### src/rtl/core/sqw_pkg.sv
// ----------------------------------------------------------------------------
// sqw_pkg
// Shared types, codes and constant tables of the square wave channel.
// ----------------------------------------------------------------------------
package sqw_pkg;

   typedef enum logic [1:0] {
      OP_BASE_TICK  = 2'd0,
      OP_FRAME_TICK = 2'd1,
      OP_TRIGGER    = 2'd2
   } op_type;

   localparam int CSR_INDEX_BITS = 3;
   localparam int CSR_DATA_BITS  = 11;

   localparam logic [CSR_INDEX_BITS-1:0] CSR_DUTY_SELECT     = 3'd0;
   localparam logic [CSR_INDEX_BITS-1:0] CSR_INITIAL_VOLUME  = 3'd1;
   localparam logic [CSR_INDEX_BITS-1:0] CSR_ENVELOPE_PERIOD = 3'd2;
   localparam logic [CSR_INDEX_BITS-1:0] CSR_ENVELOPE_UP     = 3'd3;
   localparam logic [CSR_INDEX_BITS-1:0] CSR_LENGTH_ENABLE   = 3'd4;
   localparam logic [CSR_INDEX_BITS-1:0] CSR_FREQUENCY       = 3'd5;

   localparam logic [7:0]  MID_LEVEL   = 8'h80;
   localparam logic [3:0]  MAX_VOLUME  = 4'hF;
   localparam logic [2:0]  FRAME_GROUP = 3'd4;
   localparam logic [11:0] PERIOD_BASE = 12'd2048;

   localparam logic [7:0] LEVEL_TABLE [16] = '{
      8'd0,  8'd8,  8'd17, 8'd25, 8'd34,  8'd42,  8'd51,  8'd59,
      8'd68, 8'd76, 8'd85, 8'd93, 8'd102, 8'd110, 8'd119, 8'd127
   };

   // Bit n of each pattern is the level of step n.
   localparam logic [7:0] DUTY_TABLE [4] = '{
      8'b0001_0000,
      8'b0011_0000,
      8'b0011_1100,
      8'b1100_1111
   };

   typedef struct packed {
      logic [1:0]  duty_select;
      logic [3:0]  initial_volume;
      logic [2:0]  envelope_period;
      logic        envelope_up;
      logic        length_enable;
      logic [10:0] frequency;
   } cfg_type;

   typedef struct packed {
      logic [7:0] sample;
      logic       key_on;
   } result_type;

endpackage

### src/rtl/core/sqw_core.sv
// ----------------------------------------------------------------------------
// sqw_core
// Channel state: period counter, duty sequencer, envelope and length counter.
// ----------------------------------------------------------------------------
module sqw_core import sqw_pkg::*; #(
   parameter int LENGTH_BITS = 6
) (
   input  logic       clock,
   input  logic       reset,
   input  logic       accept,
   input  logic [1:0] opcode,
   input  logic [5:0] length_load,
   input  cfg_type    cfg,
   output result_type result
);

   logic [12:0]            period_count_ff, period_count_in;
   logic [2:0]             wave_step_ff, wave_step_in;
   logic [3:0]             volume_level_ff, volume_level_in;
   logic [7:0]             sample_buffer_ff, sample_buffer_in;
   logic [2:0]             frame_divider_ff, frame_divider_in;
   logic [2:0]             envelope_count_ff, envelope_count_in;
   logic [LENGTH_BITS-1:0] length_count_ff, length_count_in;
   logic                   start_pending_ff, start_pending_in;
   logic                   sounding_ff, sounding_in;

   logic [12:0]            period_limit;
   logic                   silent;
   logic [2:0]             step_now;
   logic [3:0]             volume_now;
   logic [7:0]             level;
   logic [2:0]             divider_next;
   logic [2:0]             env_count_next;
   logic [LENGTH_BITS+5:0] load_wide;
   op_type                 op;

   assign op           = op_type'(opcode);
   assign period_limit = {PERIOD_BASE - {1'b0, cfg.frequency}, 1'b0};
   assign silent       = (cfg.initial_volume == 4'd0 && !cfg.envelope_up &&
                          cfg.envelope_period == 3'd0) ||
                         (cfg.length_enable && length_count_ff == '0);
   assign step_now     = start_pending_ff ? 3'd0 : wave_step_ff;
   assign volume_now   = start_pending_ff ? cfg.initial_volume : volume_level_ff;
   assign level        = LEVEL_TABLE[volume_now];
   assign divider_next = frame_divider_ff + 3'd1;
   assign env_count_next = envelope_count_ff + 3'd1;
   assign load_wide    = {{LENGTH_BITS{1'b0}}, length_load};

   always_comb begin
      period_count_in   = period_count_ff;
      wave_step_in      = wave_step_ff;
      volume_level_in   = volume_level_ff;
      sample_buffer_in  = sample_buffer_ff;
      frame_divider_in  = frame_divider_ff;
      envelope_count_in = envelope_count_ff;
      length_count_in   = length_count_ff;
      start_pending_in  = start_pending_ff;
      sounding_in       = sounding_ff;
      if (accept) begin
         case (op)
            OP_BASE_TICK: begin
               if (period_count_ff >= period_limit) begin
                  period_count_in = '0;
                  if (silent) begin
                     sample_buffer_in = MID_LEVEL;
                     sounding_in      = 1'b0;
                  end else begin
                     if (start_pending_ff) begin
                        start_pending_in = 1'b0;
                        sounding_in      = 1'b1;
                     end
                     volume_level_in  = volume_now;
                     sample_buffer_in = DUTY_TABLE[cfg.duty_select][step_now] ?
                                        MID_LEVEL + level : MID_LEVEL - level;
                     wave_step_in     = step_now + 3'd1;
                  end
               end else begin
                  period_count_in = period_count_ff + 13'd1;
               end
            end
            OP_FRAME_TICK: begin
               frame_divider_in = divider_next;
               if (divider_next >= FRAME_GROUP) begin
                  frame_divider_in = '0;
                  if (cfg.envelope_period != 3'd0) begin
                     envelope_count_in = env_count_next;
                     if (cfg.envelope_period <= env_count_next) begin
                        envelope_count_in = '0;
                        if (cfg.envelope_up) begin
                           if (volume_level_ff < MAX_VOLUME) begin
                              volume_level_in = volume_level_ff + 4'd1;
                           end
                        end else if (volume_level_ff != 4'd0) begin
                           volume_level_in = volume_level_ff - 4'd1;
                        end
                     end
                  end
               end
               if (cfg.length_enable && length_count_ff != '0) begin
                  length_count_in = length_count_ff + 1'b1;
               end
            end
            OP_TRIGGER: begin
               start_pending_in = 1'b1;
               length_count_in  = load_wide[LENGTH_BITS-1:0];
            end
            default: begin
            end
         endcase
      end
   end

   always_ff @(posedge clock) begin
      if (reset) begin
         period_count_ff   <= '0;
         wave_step_ff      <= '0;
         volume_level_ff   <= '0;
         sample_buffer_ff  <= MID_LEVEL;
         frame_divider_ff  <= '0;
         envelope_count_ff <= '0;
         length_count_ff   <= '0;
         start_pending_ff  <= 1'b0;
         sounding_ff       <= 1'b0;
      end else begin
         period_count_ff   <= period_count_in;
         wave_step_ff      <= wave_step_in;
         volume_level_ff   <= volume_level_in;
         sample_buffer_ff  <= sample_buffer_in;
         frame_divider_ff  <= frame_divider_in;
         envelope_count_ff <= envelope_count_in;
         length_count_ff   <= length_count_in;
         start_pending_ff  <= start_pending_in;
         sounding_ff       <= sounding_in;
      end
   end

   // The result word carries the state as it stands once this word is applied.
   assign result.sample = sample_buffer_in;
   assign result.key_on = sounding_in;

`ifndef SYNTHESIS
   a_sound_starts_on_tick: assert property (@(posedge clock) disable iff (reset)
      $rose(sounding_ff) |-> $past(accept && opcode == OP_BASE_TICK))
      else $error("sounding began without a base tick");

   a_start_taken_sounds: assert property (@(posedge clock) disable iff (reset)
      $fell(start_pending_ff) |-> sounding_ff)
      else $error("pending start cleared without the channel sounding");
`endif

endmodule

### src/rtl/core/square_wave_channel.sv
// ----------------------------------------------------------------------------
// square_wave_channel
// Pulse sound channel with duty sequencer, volume envelope and length counter.
// ----------------------------------------------------------------------------
// Every word taken on req_ (base tick, frame tick or key-on trigger) yields
// exactly one word on rsp_ with the channel's sample byte and key-on flag as
// they stand after that event. One word is accepted per clock while req_ready
// is high; the state is updated in the accepting cycle and the result is
// registered in the output buffer. A two-entry output buffer (result register
// plus skid register) lets req_ take one more word while rsp_ is stalled,
// after which req_ready stays low until rsp_ takes the held word. Registers
// on the csr_ port should only change while the channel is idle.
module square_wave_channel import sqw_pkg::*; #(
   parameter int LENGTH_BITS = 6
) (
   input  logic                      clock,
   input  logic                      reset,
   input  logic                      req_valid,
   output logic                      req_ready,
   input  logic [1:0]                req_opcode,
   input  logic [5:0]                req_length_load,
   output logic                      rsp_valid,
   input  logic                      rsp_ready,
   output logic [7:0]                rsp_sample,
   output logic                      rsp_key_on,
   input  logic                      csr_write_en,
   input  logic [CSR_INDEX_BITS-1:0] csr_index,
   input  logic [CSR_DATA_BITS-1:0]  csr_wdata
);

   cfg_type    cfg_ff, cfg_in;
   result_type result;
   result_type out_ff, out_in;
   result_type skid_ff, skid_in;
   logic       out_valid_ff, out_valid_in;
   logic       skid_valid_ff, skid_valid_in;
   logic       push;
   logic       pop;

   always_comb begin
      cfg_in = cfg_ff;
      if (csr_write_en) begin
         unique case (csr_index)
            CSR_DUTY_SELECT:     cfg_in.duty_select     = csr_wdata[1:0];
            CSR_INITIAL_VOLUME:  cfg_in.initial_volume  = csr_wdata[3:0];
            CSR_ENVELOPE_PERIOD: cfg_in.envelope_period = csr_wdata[2:0];
            CSR_ENVELOPE_UP:     cfg_in.envelope_up     = csr_wdata[0];
            CSR_LENGTH_ENABLE:   cfg_in.length_enable   = csr_wdata[0];
            CSR_FREQUENCY:       cfg_in.frequency       = csr_wdata[10:0];
            default: begin
            end
         endcase
      end
   end

   assign req_ready = !skid_valid_ff;
   assign push      = req_valid && req_ready;
   assign pop       = out_valid_ff && rsp_ready;

   sqw_core #(
      .LENGTH_BITS (LENGTH_BITS)
   ) u_core (
      .clock       (clock),
      .reset       (reset),
      .accept      (push),
      .opcode      (req_opcode),
      .length_load (req_length_load),
      .cfg         (cfg_ff),
      .result      (result)
   );

   // The skid register only fills when a word arrives while the result
   // register is held; it is drained first so order is kept.
   always_comb begin
      out_in        = out_ff;
      out_valid_in  = out_valid_ff;
      skid_in       = skid_ff;
      skid_valid_in = skid_valid_ff;
      if (skid_valid_ff) begin
         if (pop) begin
            out_in        = skid_ff;
            skid_valid_in = 1'b0;
         end
      end else if (pop || !out_valid_ff) begin
         out_in       = result;
         out_valid_in = push;
      end else if (push) begin
         skid_in       = result;
         skid_valid_in = 1'b1;
      end
   end

   always_ff @(posedge clock) begin
      if (reset) begin
         cfg_ff        <= '{duty_select: 2'd2, default: '0};
         out_valid_ff  <= 1'b0;
         skid_valid_ff <= 1'b0;
      end else begin
         cfg_ff        <= cfg_in;
         out_valid_ff  <= out_valid_in;
         skid_valid_ff <= skid_valid_in;
      end
   end

   always_ff @(posedge clock) begin
      out_ff  <= out_in;
      skid_ff <= skid_in;
   end

   assign rsp_valid  = out_valid_ff;
   assign rsp_sample = out_ff.sample;
   assign rsp_key_on = out_ff.key_on;

`ifndef SYNTHESIS
   a_skid_behind_out: assert property (@(posedge clock) disable iff (reset)
      skid_valid_ff |-> out_valid_ff)
      else $error("skid register holds a word ahead of the result register");

   a_stalled_push_skids: assert property (@(posedge clock) disable iff (reset)
      (push && out_valid_ff && !rsp_ready) |=> skid_valid_ff)
      else $error("word accepted under a stall was not kept in the skid register");
`endif

endmodule
### config.mk
export PLATFORM = sky130hd
export DESIGN_NAME = square_wave_channel
export DESIGN_NICKNAME = d
export VERILOG_FILES = /design/src/rtl/core/sqw_pkg.sv /design/src/rtl/core/sqw_core.sv /design/src/rtl/core/square_wave_channel.sv
export SDC_FILE = /design/constraint.sdc
export NUM_CORES = 1
export LEC_CHECK = 0
export BUFFER_PORTS_ARGS = -buffer_cell sky130_fd_sc_hd__clkbuf_2
export CAP_MARGIN = 20
export CORE_MARGIN = 4
export CORE_UTILIZATION = 50
export CTS_BUF_LIST = sky130_fd_sc_hd__clkbuf_4
export DETAILED_ROUTE_END_ITERATION = 10
export PLACE_DENSITY_LB_ADDON = 0.1
export SYNTH_ARGS = -nofsm -noshare
export SYNTH_HDL_FRONTEND = slang
export SYNTH_SLANG_ARGS = --single-unit
### constraint.sdc
create_clock -name clock -period 3.4 [get_ports clock]
set_input_delay 0.51 -clock clock [delete_from_list [all_inputs] [get_ports clock]]
set_output_delay 0.51 -clock clock [all_outputs]
set_load 0.03 [all_outputs]
==> impl_results.md, run 1 <==
- Crit Path Max Fanout: 13
- Share of layout cells above drive strength 1: 14.9%
- Fin util: 57.5%
- Clk network pwr share: about 34%
- Setup Fix Bufs, Post-CTS: 0
- Largest net degree at the start of global routing: 38
- Logic pwr share: 12.9%
- CTS tree: yes
- Worst EP arrival: roughly 3.4 ns
- WL/cell: 14.7 µm
- First-pass GRT wire length: between 15000 and 20000 µm
- XOR/XNOR Fraction of Synth Area: 5.09%
- Slowest-stage cell, CP: dfxtp_1
- Grt ovf: 0
- Compound-Gate Fraction of Synth Area: 16.0%
- Die height: 104 µm
- Syn Nets: approximately 580
- Port buffer count: 37
- Mux cell area share after synthesis: 5.65%
- Initial antenna violation count: 0
- Cell area after synthesis: 4650 µm²
- Leakage power: 2.00 nW
- CP endpoint kind: register
- Top-Level Pins: 38
- GRT Util Overall: 18.7%
- Req. time, crit path: 3.61 ns
- RSZ-0062 raised after global routing: true
- Sequential area share after synthesis: 40.1%
- Share of the synthesized area in the top cell type: about 28%
- Levels on crit path: 12
- Final Max Tran Viols: 0
- DR iter-0 viols: ~170
- Synth Area in Adders: about 7.7%
- Tcrit/Tclk final: 93.0%
- Slowest stage delay, CP: about 0.38 ns
- Flop pwr share: 53.3%
- Simple-gate share of the synthesized area: 22.2%
- Startpoint type of the worst setup path: register
- Ant diodes: 0
- Run status: completed
- Post-synth EDFFs: 18
- Critical path's top delay family: simple AND/OR/NAND/NOR gates
- Combinational family with the most area after synthesis: simple AND/OR/NAND/NOR gates
- Worst hold path depth: 3
- Setup violators final: 0
- Gate Count Post-Synth: 520
- Tightest Pin Transition: about 0.74 ns
- Vias per cell: 5.65
- GPL Wtd Cong: 0.921
- Cts bufs inserted: 9
- FFs w/ async S/R, synth: 0%
- Bufs and invs on worst path: 1
- Yosys warning count: 0
- Clock Skew: roughly 0.019 ns
- ANT nets after route: 0
- Detailed Place HPWL: 7440 µm
- FF-to-FF path depth: 12
- Clock transition at the registers of the reported paths: 0.14 ns
- Filler cells: 819
- Netlist cell types: just under 70
- Worst r2r src: cfg_ff[2]
- Post-route cell area: 5110 µm²
- Max cap viols: 0
- Crit path launch: cfg_ff[2]
- Hold Crit Class: input port to register
- Detailed-route via count: 3786
- Number of remaining DRC errors: 0
- Psw: 0.548 mW
- Die W: 104 µm
- Fraction of power spent switching nets: ~28%
- Area of the core: 8890 µm²
- Clk buf depth: 2
- Yosys top cell by area: dfxtp_1
- H-tree Lvls: 3
- Synth top area cells: dfxtp_1 (28%), edfxtp_1 (12%), ha_1 (7.3%), nand2_1 (5.1%), a21oi_1 (4.4%)
- Minimum clock period after layout: about 3.2 ns
- Synth Register Bits: 84
- Routed WL: 9860 µm
- VDD IR max: approximately 0.0002 V
- Drt first pass iters: 5
- Worst reg2reg endpoint: rsp_sample[2]
- Initial Util: 52.3%
- Hold WS: 0.280 ns
- Clock root cell: clkbuf_4
- Post-Place Cell Area: ~4900 µm²
- PD cells: a little under 400 nW/µm²
- Row cnt: 34
- Kind of critical path: register to register
- Post-synth top cells: dfxtp_1 (66), nand2_1 (63), nor2_1 (54), a21oi_1 (41), ha_1 (27)
- CTS Sinks: 84
- Relative slew slack: between 50% and 60%
- Nets: between 600 and 700
- Mean post-synth cell area: 8.94 µm²
- Achievable Freq: 316 MHz
- Worst-Skew Late Latency: 0.43 ns
- Most frequent cell after synthesis: dfxtp_1
- Layout area overhead: 10.0%
- Worst Hold Launch: csr_wdata[5]
- Vias in the first global route: 3599
- Final Hold Viols: 0
- Die area: between 10000 and 15000 µm²
- Hold endpoint: cfg_ff[5]
- Worst-path cell chain: nor4_2 > buf_4 > nand2_1 > nor3_1 > xor2_1 > ha_1 > and4_1 > nor3b_2 > o21ai_2 > a21o_2 > a22o_1 > mux2_2
- Register-to-Register Setup Slack: roughly 0.24 ns
- Top FF cell, synth: dfxtp_1
- Internal power: 1.44 mW
==> kinds of logic (layout without fill, tap and decap cells) <==
logic type      count (synthesis)  after routing
simple gates                  208            208
compound gates                112            112
flops                          84             84
buf+inv                        37             79
fa+ha+maj                      28             28
xor+xnor                       27             27
mux                            24             24
==> cell usage in the layout (no fill, tap or decap), types with 3 or more instances in the layout <==
cell	synthesis	layout
a211o_1	3	3
a211oi_1	6	6
a21oi_1	41	41
a22o_1	4	4
a22oi_1	3	3
a31oi_1	5	5
and3_1	9	9
buf_4	0	7
clkbuf_2	1	37
clkbuf_4	0	9
dfxtp_1	66	66
edfxtp_1	18	18
ha_1	27	27
inv_1	19	19
inv_6	0	3
mux2_2	6	6
mux2_4	3	3
mux2i_1	15	15
nand2_1	63	63
nand2b_1	3	3
nand3_1	14	14
nand3b_1	6	6
nand4_1	8	8
nor2_1	54	54
nor2b_1	12	12
nor3_1	11	11
nor3b_1	5	5
nor4_1	7	6
o21ai_0	19	19
o31ai_1	3	3
xnor2_1	13	13
xor2_1	14	14
==> state kept, by name, summed over array words and instances, names as in the netlist <==
name,cells
u_core.sample_buffer_ff,8
skid_ff,9
rsp_sample,8
u_core.envelope_count_ff,3
cfg_ff,22
rsp_valid,1
u_core.period_count_ff,13
u_core.volume_level_ff,4
u_core.length_count_ff,6
u_core.frame_divider_ff,3
u_core.sounding_ff,1
rsp_key_on,1
u_core.wave_step_ff,3
u_core.start_pending_ff,1
skid_valid_ff,1
==> worst max-delay path by stage <==
| stage | end | slack [ns] |
|---|---|---|
| 2_1_floorplan | rsp_sample[7] | 0.13 |
| 3_3_place_gp | rsp_sample[2] | 0.21 |
| 3_5_place_dp | rsp_sample[2] | 0.16 |
| 4_1_cts | rsp_sample[2] | 0.13 |
| 5_1_grt | rsp_sample[0] | -0.03 |
| 6_report | rsp_sample[2] | 0.24 |
==> stage by stage <==
stage	power, mW	TNS [ns]	instances	worst slack (ns)
after global routing	2.08	-0.0664	670	-0.0280
after floorplan	1.26	0	520	0.132
after global placement	1.33	0	654	0.211
after detailed placement	1.34	0	654	0.157
final	1.99	0	670	0.239
after CTS	2.00	0	670	0.127
==> timing repair <==
item                                    in CTS  in global routing
endpoints found under the setup margin       0                 25
hold buffers                                 0                  0
resized for setup                            0                  2
==> layout make-up <==
| type | count | area, µm² | share of cell area [%] |
|---|---|---|---|
| clock inverter | 7 | 97.6 | 1.91 |
| sequential | 84 | 1860 | 36.4 |
| timing repair buffer | 44 | 238 | 4.65 |
| clock buffer | 9 | 67.6 | 1.32 |
| multi-input combinational | 399 | 2640 | 51.7 |
| inverter | 19 | 71.3 | 1.40 |
| tap | 108 | 135 | 2.64 |
==> power by group through the flow <==
stage | clock [mW] | sequential [mW] | combinational [mW]
floorplan | 0 | 1.10 | 0.158
global placement | 0 | 1.08 | 0.252
detailed placement | 0 | 1.08 | 0.256
CTS | 0.686 | 1.06 | 0.258
global route | 0.730 | 1.07 | 0.285
finish | 0.671 | 1.06 | 0.256
==> tightest hold or removal path: stages <==
cell      delay [ns]
clkbuf_2        0.08
nand2_1         0.04
a21oi_1         0.05
==> layer usage <==
metal | vias to the layer above | part of all wire [%] | global-route usage (%)
met4 | 0 | 0.94 | 4.46
met3 | 11 | 3.6 | 3.85
li1 | 1943 | - | -
met2 | 63 | 48 | 30.9
met1 | 1769 | 48 | 25.0
met5 | - | 0 | 0
Power figures use the tool's default switching activity.
==> inputs of run 2 (changes only) <==
--- a/config.mk
+++ b/config.mk
@@ -7,8 +7,8 @@
 export LEC_CHECK = 0
 export BUFFER_PORTS_ARGS = -buffer_cell sky130_fd_sc_hd__clkbuf_2
 export CAP_MARGIN = 20
-export CORE_MARGIN = 4
-export CORE_UTILIZATION = 50
+export CORE_MARGIN = 2
+export CORE_UTILIZATION = 41
 export CTS_BUF_LIST = sky130_fd_sc_hd__clkbuf_4
 export DETAILED_ROUTE_END_ITERATION = 10
 export PLACE_DENSITY_LB_ADDON = 0.1
==> impl_results.md, run 2 (synthesis results as in run 1) <==
- Max cap viols: 0 (unchanged)
- Hold WS: 0.274 ns (-0.00589 ns)
- Req. time, crit path: 3.62 ns (about the same)
- Final Hold Viols: 0 (unchanged)
- Die W: 110 µm (+5.8%)
- Tcrit/Tclk final: 92.5% (-0.45 points)
- Max FFs per register: 22 (unchanged)
- PD cells: 358 nW/µm² (-8.0%)
- GPL Wtd Cong: 0.889 (-3.4%)
- Worst-Skew Late Latency: 0.44 ns (about the same)
- Multi-input gate area: 2650 µm² (+0.14%)
- Post-Place Cell Area: 4990 µm² (+0.96%)
- Clk buf depth: 2 (unchanged)
- Achievable Freq: 318 MHz (+0.48%)
- Drt first pass iters: 4 (-1)
- WL/cell: 14.7 µm (+0.17%)
- First-pass GRT wire length: 17700 µm (+3.9%)
- Tightest Pin Transition: 0.752 ns (+0.0136 ns)
- Die area: 12200 µm² (+12%)
- Initial antenna violation count: 0 (unchanged)
- H-tree Lvls: 3 (unchanged)
- Worst r2r src: cfg_ff[2]
- Clock root cell: clkbuf_4
- GRT Util Overall: 17.6% (-1.1 points)
- Most common cell after layout, fill and taps aside: dfxtp_1
- Largest regs: cfg_ff (22), u_core.period_count_ff (13), skid_ff (9)
- Port buffer count: 37 (unchanged)
- Detailed Place HPWL: 7790 µm (+4.7%)
- Hold Crit Class: input port to register
- Fin cells: 703 (+4.9%)
- ANT nets after route: 0 (unchanged)
- Kind of critical path: register to register
- CTS Sinks: 84 (unchanged)
- VDD IR max: 0.000180 V (-11%)
- Largest net degree at the start of global routing: 31 (-18%)
- Startpoint type of the worst setup path: register
- Vias in the first global route: 3639 (+1.1%)
- Detailed-route via count: 3830 (+1.2%)
- Fin util: 46.8% (-11 points)
- CTS tree: yes
- Setup TNS: 0 ns (unchanged)
- Initial Util: 42.5% (-9.8 points)
- DR iter-0 viols: 154 (-8.9%)
- Vias per cell: 5.45 (-3.6%)
- Crit path launch: cfg_ff[2]
- Top-Level Pins: 38 (unchanged)
- Leakage power: 1.98 nW (-0.96%)
- Worst Hold Launch: csr_wdata[5]
- Filler cells: 1072 (+31%)
- RSZ-0062 raised after global routing: true
- Ant diodes: 0 (unchanged)
- Clock Skew: 0.0182 ns (-0.000650 ns)
- Die height: 110 µm (+5.8%)
- CTS Hold Bufs: 0 (unchanged)
- Commonest non-fill, non-tap cells in the layout: dfxtp_1 (66), nand2_1 (63), nor2_1 (54)
- Top reg by flops: cfg_ff
- Number of remaining DRC errors: 0 (unchanged)
- Layout area overhead: 10.1% (about the same)
- Minimum clock period after layout: 3.15 ns (-0.0152 ns)
- CP endpoint kind: register
- Post-route cell area: 5110 µm² (about the same)
- Grt ovf: 0 (unchanged)
- Routed WL: 10400 µm (+5.1%)
- Run status: completed
- Area of the core: 10900 µm² (+23%)
- Setup violators final: 0 (unchanged)
- Placed Instances: 687 (+5.0%)
- Clock transition at the registers of the reported paths: 0.14 ns (about the same)
- Sequential cell area: 1860 µm² (unchanged)
- Final Max Tran Viols: 0 (unchanged)
- Worst EP arrival: 3.36 ns (about the same)
- Row cnt: 38 (+12%)
- Crit Path Max Fanout: 10 (-3)
- Relative slew slack: 49.2% (-0.92 points)
- Cts bufs inserted: 9 (unchanged)
- Share of layout cells above drive strength 1: 15.1% (+0.15 points)
- Nets: 613 (+0.16%)
## run 2: cell count changes in the layout (fill, tap and decap cells not counted)
cell / delta
clkinv_1: +1
bufinv_16: -2
mux2i_1: -1
mux2i_2: +1
clkbuf_4: +1
clkinv_4: +3
inv_6: -3
buf_4: +1
## run 2: what timing repair did
action,CTS,global route
gates resized for setup,0,3
setup endpoints to repair,0,26
setup buffers,0,0
## run 2: layout make-up
class                      instances  area share, %
clock buffer                      10           1.47
clock inverter                     6          0.807
tap                              140           3.42
sequential                        84           36.4
inverter                          19           1.39
multi-input combinational        399           51.7
timing repair buffer              45           4.79
## run 2: stage by stage
stage / total power, mW / worst slack, ns
after global placement: 1.34 / 0.237
after global routing: 1.93 / -0.0256
after CTS: 1.86 / 0.0902
after detailed placement: 1.34 / 0.132
final: 1.83 / 0.254
after floorplan: 1.26 / 0.132
## run 2: layer usage
| layer | vias to the layer above | global-route usage (%) | share of wire [%] |
|---|---|---|---|
| li1 | 1944 | - | - |
| met5 | - | 0 | 0 |
| met3 | 11 | 3.84 | 2.7 |
| met4 | 0 | 4.75 | 1.1 |
| met1 | 1817 | 23.2 | 49 |
| met2 | 58 | 29.2 | 47 |
## run 2: where the power goes
| group | switching (mW) | internal, mW |
|---|---|---|
| sequential | 0.0192 | 1.04 |
| clock | 0.353 | 0.158 |
| combinational | 0.164 | 0.0947 |
## run 2: worst paths after layout
| check | cells past startpoint | slack (ns) | endpoint |
|---|---|---|---|
| worst min-delay path | 3 | 0.27 | cfg_ff[5] |
| worst max register to register | 11 | 0.25 | rsp_sample[2] |
| worst max-delay path | 11 | 0.25 | rsp_sample[2] |
| worst min register to register | 2 | 0.51 | cfg_ff[10] |
## run 2: critical path, cell delays in order (launching register included)
cell	delay, ns
dfxtp_1	0.38
nor4_2	0.32
nand2_1	0.12
nor4_1	0.23
xor2_1	0.13
ha_1	0.31
and4_1	0.24
nor3b_2	0.19
o21ai_2	0.15
a21o_2	0.30
a22o_1	0.28
mux2_2	0.26
==> inputs of run 3 (changes only) <==
--- a/config.mk
+++ b/config.mk
@@ -11,7 +11,6 @@
 export CORE_UTILIZATION = 41
 export CTS_BUF_LIST = sky130_fd_sc_hd__clkbuf_4
 export DETAILED_ROUTE_END_ITERATION = 10
-export PLACE_DENSITY_LB_ADDON = 0.1
 export SYNTH_ARGS = -nofsm -noshare
 export SYNTH_HDL_FRONTEND = slang
 export SYNTH_SLANG_ARGS = --single-unit
==> impl_results.md, run 3 (synthesis results as in run 1) <==
- Vias in the first global route: 3631 (-0.22%)
- Crit Path Max Fanout: 13 (+3)
- Tcrit/Tclk final: 93.8% (+1.2 points)
- Slowest-stage cell, CP: dfxtp_1
- Run status: completed
- Achievable Freq: 314 MHz (-1.3%)
- Routed WL: 10100 µm (-2.5%)
- Clock root cell: clkbuf_4
- Most common cell after layout, fill and taps aside: dfxtp_1
- Clock transition at the registers of the reported paths: 0.14 ns (about the same)
- Largest net degree at the start of global routing: 31 (unchanged)
- Max cap viols: 0 (unchanged)
- Initial antenna violation count: 0 (unchanged)
- Top-Level Pins: 38 (unchanged)
- Clock Skew: 0.0226 ns (+0.00438 ns)
- Clk network pwr share: 29.3% (+1.4 points)
- Detailed Place HPWL: 7560 µm (-3.0%)
- Top reg by flops: cfg_ff
- Post-Place Cell Area: 4970 µm² (-0.30%)
- ANT nets after route: 0 (unchanged)
- Logic pwr share: 13.8% (-0.3 points)
- Worst EP arrival: 3.41 ns (+0.05 ns)
- Post-route cell area: 5140 µm² (+0.42%)
- Port buffer count: 37 (unchanged)
- CTS tree: yes
- Die W: 110 µm (unchanged)
- Setup TNS: 0 ns (unchanged)
- WL/cell: 14.4 µm (-2.3%)
- Post_cts resized: 0 (unchanged)
- Number of remaining DRC errors: 0 (unchanged)
- Share of layout cells above drive strength 1: 15.3% (+0.23 points)
- Initial Util: 42.5% (unchanged)
- VDD IR max: 0.000179 V (-0.68%)
- Internal power: 1.30 mW (+0.34%)
- Die area: 12200 µm² (unchanged)
- Psw: 0.566 mW (+5.6%)
- Leakage power: 1.99 nW (+0.78%)
- Clk buf depth: 2 (unchanged)
- Drt first pass iters: 4 (unchanged)
- Fraction of power spent switching nets: 30.4% (+1.1 points)
- Die height: 110 µm (unchanged)
- CTS Sinks: 84 (unchanged)
- Grt ovf: 0 (unchanged)
- Post-route setup slack: 0.212 ns (-0.0424 ns)
- Vias per cell: 5.37 (-1.4%)
- Cts bufs inserted: 9 (unchanged)
- Relative slew slack: 50.0% (+0.83 points)
- DR iter-0 viols: 112 (-27%)
- Req. time, crit path: 3.62 ns (about the same)
- GRT Util Overall: 17.0% (-0.55 points)
- Worst-Skew Late Latency: 0.47 ns (+0.03 ns)
- Commonest non-fill, non-tap cells in the layout: dfxtp_1 (66), nand2_1 (63), nor2_1 (54)
- Area of the core: 10900 µm² (unchanged)
- RSZ-0062 raised after global routing: false
- Largest regs: cfg_ff (22), u_core.period_count_ff (13), skid_ff (9)
- Layout area overhead: 10.5%
- Hold Crit Class: input port to register
- Row cnt: 38 (unchanged)
- Setup Fix Bufs, Post-CTS: 0 (unchanged)
- Flop pwr share: 56.9% (-1.1 points)
- Kind of critical path: register to register
- Startpoint type of the worst setup path: register
- Setup violators final: 0 (unchanged)
- H-tree Lvls: 3 (unchanged)
- Minimum clock period after layout: 3.19 ns (+0.0424 ns)
- Final Max Tran Viols: 0 (unchanged)
- GPL Wtd Cong: 0.820 (-7.8%)
- CTS Hold Bufs: 0 (unchanged)
- PD cells: 363 nW/µm² (+1.4%)
- Max FFs per register: 22 (unchanged)
- DP Worst Slack: 0.100 ns (-0.0319 ns)
- Ant diodes: 0 (unchanged)
- Slowest stage delay, CP: 0.39 ns (about the same)
- Tightest Pin Transition: 0.740 ns (-0.0122 ns)
- Worst-path cell chain: nor4_4 > buf_4 > nand2_1 > nor3_1 > xor2_1 > ha_1 > and4_1 > nor3b_2 > o21ai_2 > a21o_4 > a22o_1 > mux2_2
- CP endpoint kind: register
- First-pass GRT wire length: 17200 µm (-2.7%)
- Nets: 611 (-0.33%)
- Final Hold Viols: 0 (unchanged)
- Detailed-route via count: 3765 (-1.7%)
==> run 3: cell count changes in the layout (fill, tap and decap cells not counted), sizes merged <==
cell and delta:
clkinv -4, buf -2, inv +5, clkbuf -1
==> run 3: area by class of cell <==
| class | instances | area [µm²] |
|---|---|---|
| Clock buffer | 9 | 67.6 |
| Fill cell | 1070 | 5800 |
| Sequential cell | 84 | 1860 |
| Multi-Input combinational cell | 399 | 2670 |
| Timing Repair Buffer | 43 | 230 |
| Inverter | 19 | 71.3 |
| Clock inverter | 7 | 56.3 |
| Tap cell | 140 | 175 |
==> run 3: routing by layer <==
| layer | part of all wire, % | routed length, µm | GRT usage (%) | vias up |
|---|---|---|---|---|
| li1 | - | - | - | 1937 |
| met1 | 48 | 4840 | 22.5 | 1760 |
| met2 | 46 | 4650 | 27.3 | 54 |
| met3 | 3.8 | 387 | 3.46 | 14 |
| met4 | 2.2 | 220 | 6.83 | 0 |
| met5 | 0 | 0 | 0 | - |
==> run 3: worst paths after layout <==
kind	depth (start not counted)	from	end	slack (ns)
setup / recovery	12	cfg_ff[2]	rsp_sample[2]	0.21
hold / removal	3	csr_wdata[6]	cfg_ff[6]	0.26
setup reg to reg	12	cfg_ff[2]	rsp_sample[2]	0.21
hold reg to reg	2	cfg_ff[10]	cfg_ff[10]	0.51
==> run 3: per-stage QoR <==
stage               cells  power, mW  utilization (%)  hold slack, ns
CTS                   701       1.89             46.6           0.233
floorplan             520       1.26                -           0.457
finish                701       1.86             47.0           0.261
global placement      685       1.33             45.5           0.481
detailed placement    685       1.34             45.5           0.490
global route          701       1.96             47.0           0.242
==> run 3: worst max-delay path: cells and delay by family, from the launching register on <==
kind | cells | cell delay [ns]
buffers and inverters | 1 | 0.16
and+or+nand+nor | 5 | 1.04
xor gates and xnor gates | 1 | 0.11
muxes | 1 | 0.26
adders and majority gates | 1 | 0.27
AOI/OAI and AO/OA | 3 | 0.72
DFF | 1 | 0.39
==> run 3: power by group through the flow <==
stage | sequential [mW] | clock (mW) | combinational, mW
floorplan | 1.10 | 0 | 0.158
global placement | 1.08 | 0 | 0.251
detailed placement | 1.08 | 0 | 0.257
CTS | 1.06 | 0.570 | 0.258
global route | 1.07 | 0.605 | 0.288
finish | 1.06 | 0.546 | 0.258
